<file path="config.mk">
export PLATFORM = sky130hd
export DESIGN_NAME = ckp_kbd_scan
export DESIGN_NICKNAME = d
export VERILOG_FILES = /design/src/rtl/ckp_pkg.sv /design/src/rtl/ckp_kbd_scan.sv
export SDC_FILE = /design/constraint.sdc
export NUM_CORES = 1
export LEC_CHECK = 0
export BUFFER_PORTS_ARGS = -buffer_cell sky130_fd_sc_hd__buf_2
export CAP_MARGIN = 20
export CORE_MARGIN = 5
export CORE_UTILIZATION = 35
export DETAILED_ROUTE_END_ITERATION = 16
export MAX_ROUTING_LAYER = met4
export PLACE_DENSITY = 0.83
export SLEW_MARGIN = 20
export SYNTH_ARGS = -nofsm -noshare
export SYNTH_HDL_FRONTEND = slang
export SYNTH_SLANG_ARGS = --single-unit
</file>
<file path="constraint.sdc">
create_clock -name vclk -period 4.9
set_input_delay 1.47 -clock vclk [all_inputs]
set_output_delay 1.47 -clock vclk [all_outputs]
set_load 0.01 [all_outputs]
</file>
<file path="src/rtl/ckp_pkg.sv">
// shared types and constants for the controller / keyboard port block
package ckp_pkg;

    localparam int unsigned HAND_KEYS    = 15;
    localparam int unsigned HAND_ENTRIES = 17;
    localparam int unsigned KEY_ROWS     = 8;
    localparam int unsigned KEY_BITS     = 24;

    // operation codes carried in tuser
    localparam logic [2:0] OP_READ     = 3'd0;
    localparam logic [2:0] OP_WRITE    = 3'd1;
    localparam logic [2:0] OP_TICK     = 3'd2;
    localparam logic [2:0] OP_SET_HAND = 3'd3;
    localparam logic [2:0] OP_SET_KEY  = 3'd4;

    // bus register addresses
    localparam logic [3:0] ADDR_CTRL    = 4'd8;
    localparam logic [3:0] ADDR_PORT_LO = 4'd14;
    localparam logic [4:0] HAND_LAST    = 5'd16;

    // disc encoding constants
    localparam logic [7:0] DISC_DIR_MASK  = 8'h14;
    localparam logic [7:0] DISC_DIR_MATCH = 8'h10;
    localparam logic [7:0] DISC_LOW_MASK  = 8'h0F;
    localparam logic [7:0] DISC_DIAG_SET  = 8'h64;

    // select-line bits that see the fake shift key
    localparam int unsigned SHIFT_ROW_SEL = 6;
    localparam int unsigned SHIFT_COL_SEL = 7;

    typedef logic [HAND_ENTRIES-1:0][7:0] t_hand_bank;
    typedef logic [KEY_ROWS-1:0][KEY_BITS-1:0] t_key_matrix;

    typedef struct packed {
        logic [7:0] port0;
        logic [7:0] port1;
        logic [1:0] shift_phase;
    } t_scan_state;

endpackage

</file>
<file path="src/rtl/ckp_kbd_scan.sv">
// keyboard matrix scan: normal or transposed, ghost masking, fake shift, synth keys
module ckp_kbd_scan (
    input  ckp_pkg::t_key_matrix i_key_matrix,
    input  logic [1:0]           i_port_is_output,
    input  ckp_pkg::t_scan_state i_state,
    output ckp_pkg::t_scan_state o_state
);
    import ckp_pkg::*;

    logic [KEY_BITS-1:0] any_key;
    logic [7:0]          kk    [KEY_ROWS];
    logic [7:0]          kk_sy [KEY_ROWS];
    logic [7:0]          tk    [KEY_ROWS];
    logic [1:0]          sp;
    logic [7:0]          sel;
    logic [7:0]          v;

    always_comb begin
        any_key = '0;
        for (int i = 0; i < KEY_ROWS; i++) begin
            any_key = any_key | i_key_matrix[i];
            kk[i] = i_state.shift_phase[0] ?
                    (i_key_matrix[i][7:0] | i_key_matrix[i][15:8]) : i_key_matrix[i][7:0];
            // synth bits are zero in every row when none is pressed
            kk_sy[i] = kk[i] | i_key_matrix[i][23:16];
        end
        for (int i = 0; i < KEY_ROWS; i++) begin
            for (int j = 0; j < KEY_ROWS; j++) begin
                tk[i][j] = kk[j][i];
            end
        end
        sp = (any_key[15:8] != 8'h00) ? (i_state.shift_phase | 2'b10) : 2'b00;

        o_state = i_state;
        v       = '0;
        sel     = '0;
        if (i_port_is_output[0] && i_port_is_output[1]) begin
            o_state.port0 = 8'hFF;
            o_state.port1 = 8'hFF;
        end else if (i_port_is_output[0]) begin
            sel = i_state.port0;
            for (int i = 0; i < KEY_ROWS; i++) begin
                if (!sel[i]) v = v | kk_sy[i];
            end
            if (!sel[SHIFT_ROW_SEL] && sp[1]) begin
                v[SHIFT_COL_SEL] = 1'b1;
                sp = 2'b01;
            end
            // ghost path masking
            for (int i = 0; i < KEY_ROWS; i++) begin
                if ((tk[i] & sel) != 8'h00) v[i] = 1'b0;
            end
            o_state.port1       = ~v;
            o_state.shift_phase = sp;
        end else begin
            sel = i_state.port1;
            for (int i = 0; i < KEY_ROWS; i++) begin
                if (!sel[i]) v = v | tk[i];
            end
            if (!sel[SHIFT_COL_SEL] && sp[1]) begin
                v[SHIFT_ROW_SEL] = 1'b1;
                sp = 2'b01;
            end
            for (int i = 0; i < KEY_ROWS; i++) begin
                if ((kk_sy[i] & sel) != 8'h00) v[i] = 1'b0;
            end
            o_state.port0       = ~v;
            o_state.shift_phase = sp;
        end
    end

endmodule

</file>
==> results_dict.tcl <==
set metrics [dict create \
    yosysTopAreaCellShare_pct 14.74 \
    synth_top_area_cell "a21o_1" \
    slew_headroom_pct 61.80 \
    period_share_pct 98.97 \
    ys_types 49 \
    diodes 0 \
    rsz0062_at_grt "false" \
    status "complete, no violations" \
    gr-total-overflow 0 \
    grt_use_total_pct 41.38 \
    die_area_sq_um 9404 \
    nets 872 \
    drt_iter0_drc 818 \
    final-seq-area_sq_um 0 \
    synth_area_leaders "a21o_1 (15%), nor2_1 (8.2%), a22oi_1 (6.5%)" \
    setup_ws_ns 0.05041 \
    internal_power_uw 161.2 \
    synth_warnings 0 \
    yosysMostFrequentCell "nor2_1" \
    die-height_microns 96.98 \
    p_clk_share_pct 0 \
    pwr-share-comb_pct 100.0 \
    syn_nets 642 \
    cts_hold_buf 0 \
    grt_max_degree 28 \
    drive_gt1_share_pct 40.58 \
    worstSetupPathType "in2out" \
    drv_slew 0 \
    initial_core_util_pct 36.31 \
    p_total_uw 403.8 \
    area_growth_pct 51.65 \
    p_leak_nw 2.008 \
    power_switching_share_pct 60.09 \
    ios 230 \
    vias 5301 \
    dr_wl_met3_mm 3.223 \
    startpoint_type "input port" \
    core_sq_um 7292 \
    powerDensity_nw_per_um2 100.6 \
    top_layer "met4" \
    worstMarginPinSlew_ns 0.5724 \
    core.rowCount 31 \
    syn_inst 430 \
    die_w_microns 96.98 \
    hpwl_mm 17.20 \
    crit_path_end_kind "output port" \
    post-route-drc-count 0 \
    dpl_worst_slack_ns 0.01923 \
    drt_wl_total_mm 20.65 \
    vias_per_cell 7.003 \
    p_sw_uw 242.6 \
    avgSynthCellArea_sq_um 6.157 \
    first_global_vias 5359 \
    crit_fanout 14 \
    syn_area_sq_um 2648 \
    cp.required_ns 3.43 \
    clkbuf_count 0 \
    ant_nets 0 \
    peakVddDrop_v 0.00004733 \
    arrival_ns 3.38 \
    nFlopsAndLatches 0 \
    gp_congestion 1.099 \
    drt_pass1_iterations 6 \
    wl_per_cell_microns 27.28 \
    setup_viol 0 \
    hold_violations 0 \
    yosysSeqAreaShare_pct 0 \
    fillers 812 \
    wl_met1_mm 7.529 \
    multi_input_area_sq_um 2450 \
    fin_crit_ns 4.850 \
    yosys-top-cells-count "nor2_1 (58), a21o_1 (52), a21oi_1 (33)" \
    antenna_found_initial 0 \
    seqPwrFrac_pct 0 \
    maxCapViolCount 0 \
    min_path_type "in2out" \
    grt_first_pass_wirelength_mm 30.44 \
    numPortBuffers 230 \
    wl_met2_mm 8.789 \
    fmax_mhz 206.2 \
]
-- kinds of logic (layout without fill, tap and decap cells) --
logic type,after synthesis,in the layout,synth area share (%)
and+or+nand+nor,138,138,24.86
AOI/OAI and AO/OA,245,245,67.39
buffers and inverters,47,275,7.750
-- worst paths after layout --
kind	from	endpoint	depth (start not counted)
max	i_state[0]	o_state[3]	7
min	i_state[1]	o_state[1]	3
-- power groups by stage --
stage | clock network [mW] | registers [mW] | logic [mW]
3_5_place_dp | 0 | 0 | 0.380
2_1_floorplan | 0 | 0 | 0.172
3_3_place_gp | 0 | 0 | 0.382
5_1_grt | 0 | 0 | 0.418
4_1_cts | 0 | 0 | 0.382
6_report | 0 | 0 | 0.404
-- what timing repair did --
item,CTS,global route
resized for setup,0,4
buffers inserted,0,0
endpoints found under the setup margin,0,2
-- area by class of cell --
type / instances / area share [%]
multi-input cells: 383 / 61.02
repair buffers: 259 / 34.40
well taps: 99 / 3.085
inverters: 16 / 1.496
-- layer usage --
layer  global-route usage, %  up-vias
met3                   12.23      109
met2                   62.53      581
met1                   51.41     2392
met5                       -        -
li1                        -     2219
met4                   16.74        0
-- per-stage QoR --
step	std cells	utilization (%)	setup TNS (ns)	cell area, sq um	hold slack (ns)
global placement	757	54.96	-0.04515	4008	3.286
finish	757	55.06	0	4015	3.291
floorplan	430	-	0	2648	3.134
detailed placement	757	54.96	0	4008	3.289
global route	757	55.06	0	4015	3.307
CTS	757	54.96	0	4008	3.292
-- layout by cell type (no fill, tap or decap), drive strengths merged, types with 3 or more instances in the layout --
| cell | instances |
|---|---|
| or3 | 4 |
| a22oi | 23 |
| nor3 | 3 |
| nand2 | 27 |
| nand2b | 7 |
| o221a | 4 |
| a211oi | 5 |
| nor2 | 58 |
| inv | 15 |
| buf | 259 |
| o22ai | 24 |
| a211o | 11 |
| a2111oi | 5 |
| a2bb2oi | 4 |
| o2111ai | 6 |
| nor4 | 20 |
| nor2b | 5 |
| a32oi | 4 |
| a222oi | 7 |
| nand4 | 6 |
| o211ai | 7 |
| o221ai | 10 |
| o21ai | 27 |
| nand3 | 4 |
| a221oi | 5 |
| o2111a | 3 |
| a21oi | 33 |
| a21o | 52 |
-- worst max-delay path, stage by stage --
cell and delay, ns:
buf_2 0.21, a211o_1 0.33, a2bb2oi_1 0.36, o221ai_1 0.22
a2111oi_2 0.35, a2bb2oi_1 0.26, buf_2 0.17
Note: power is estimated with default switching activity, not from simulation.
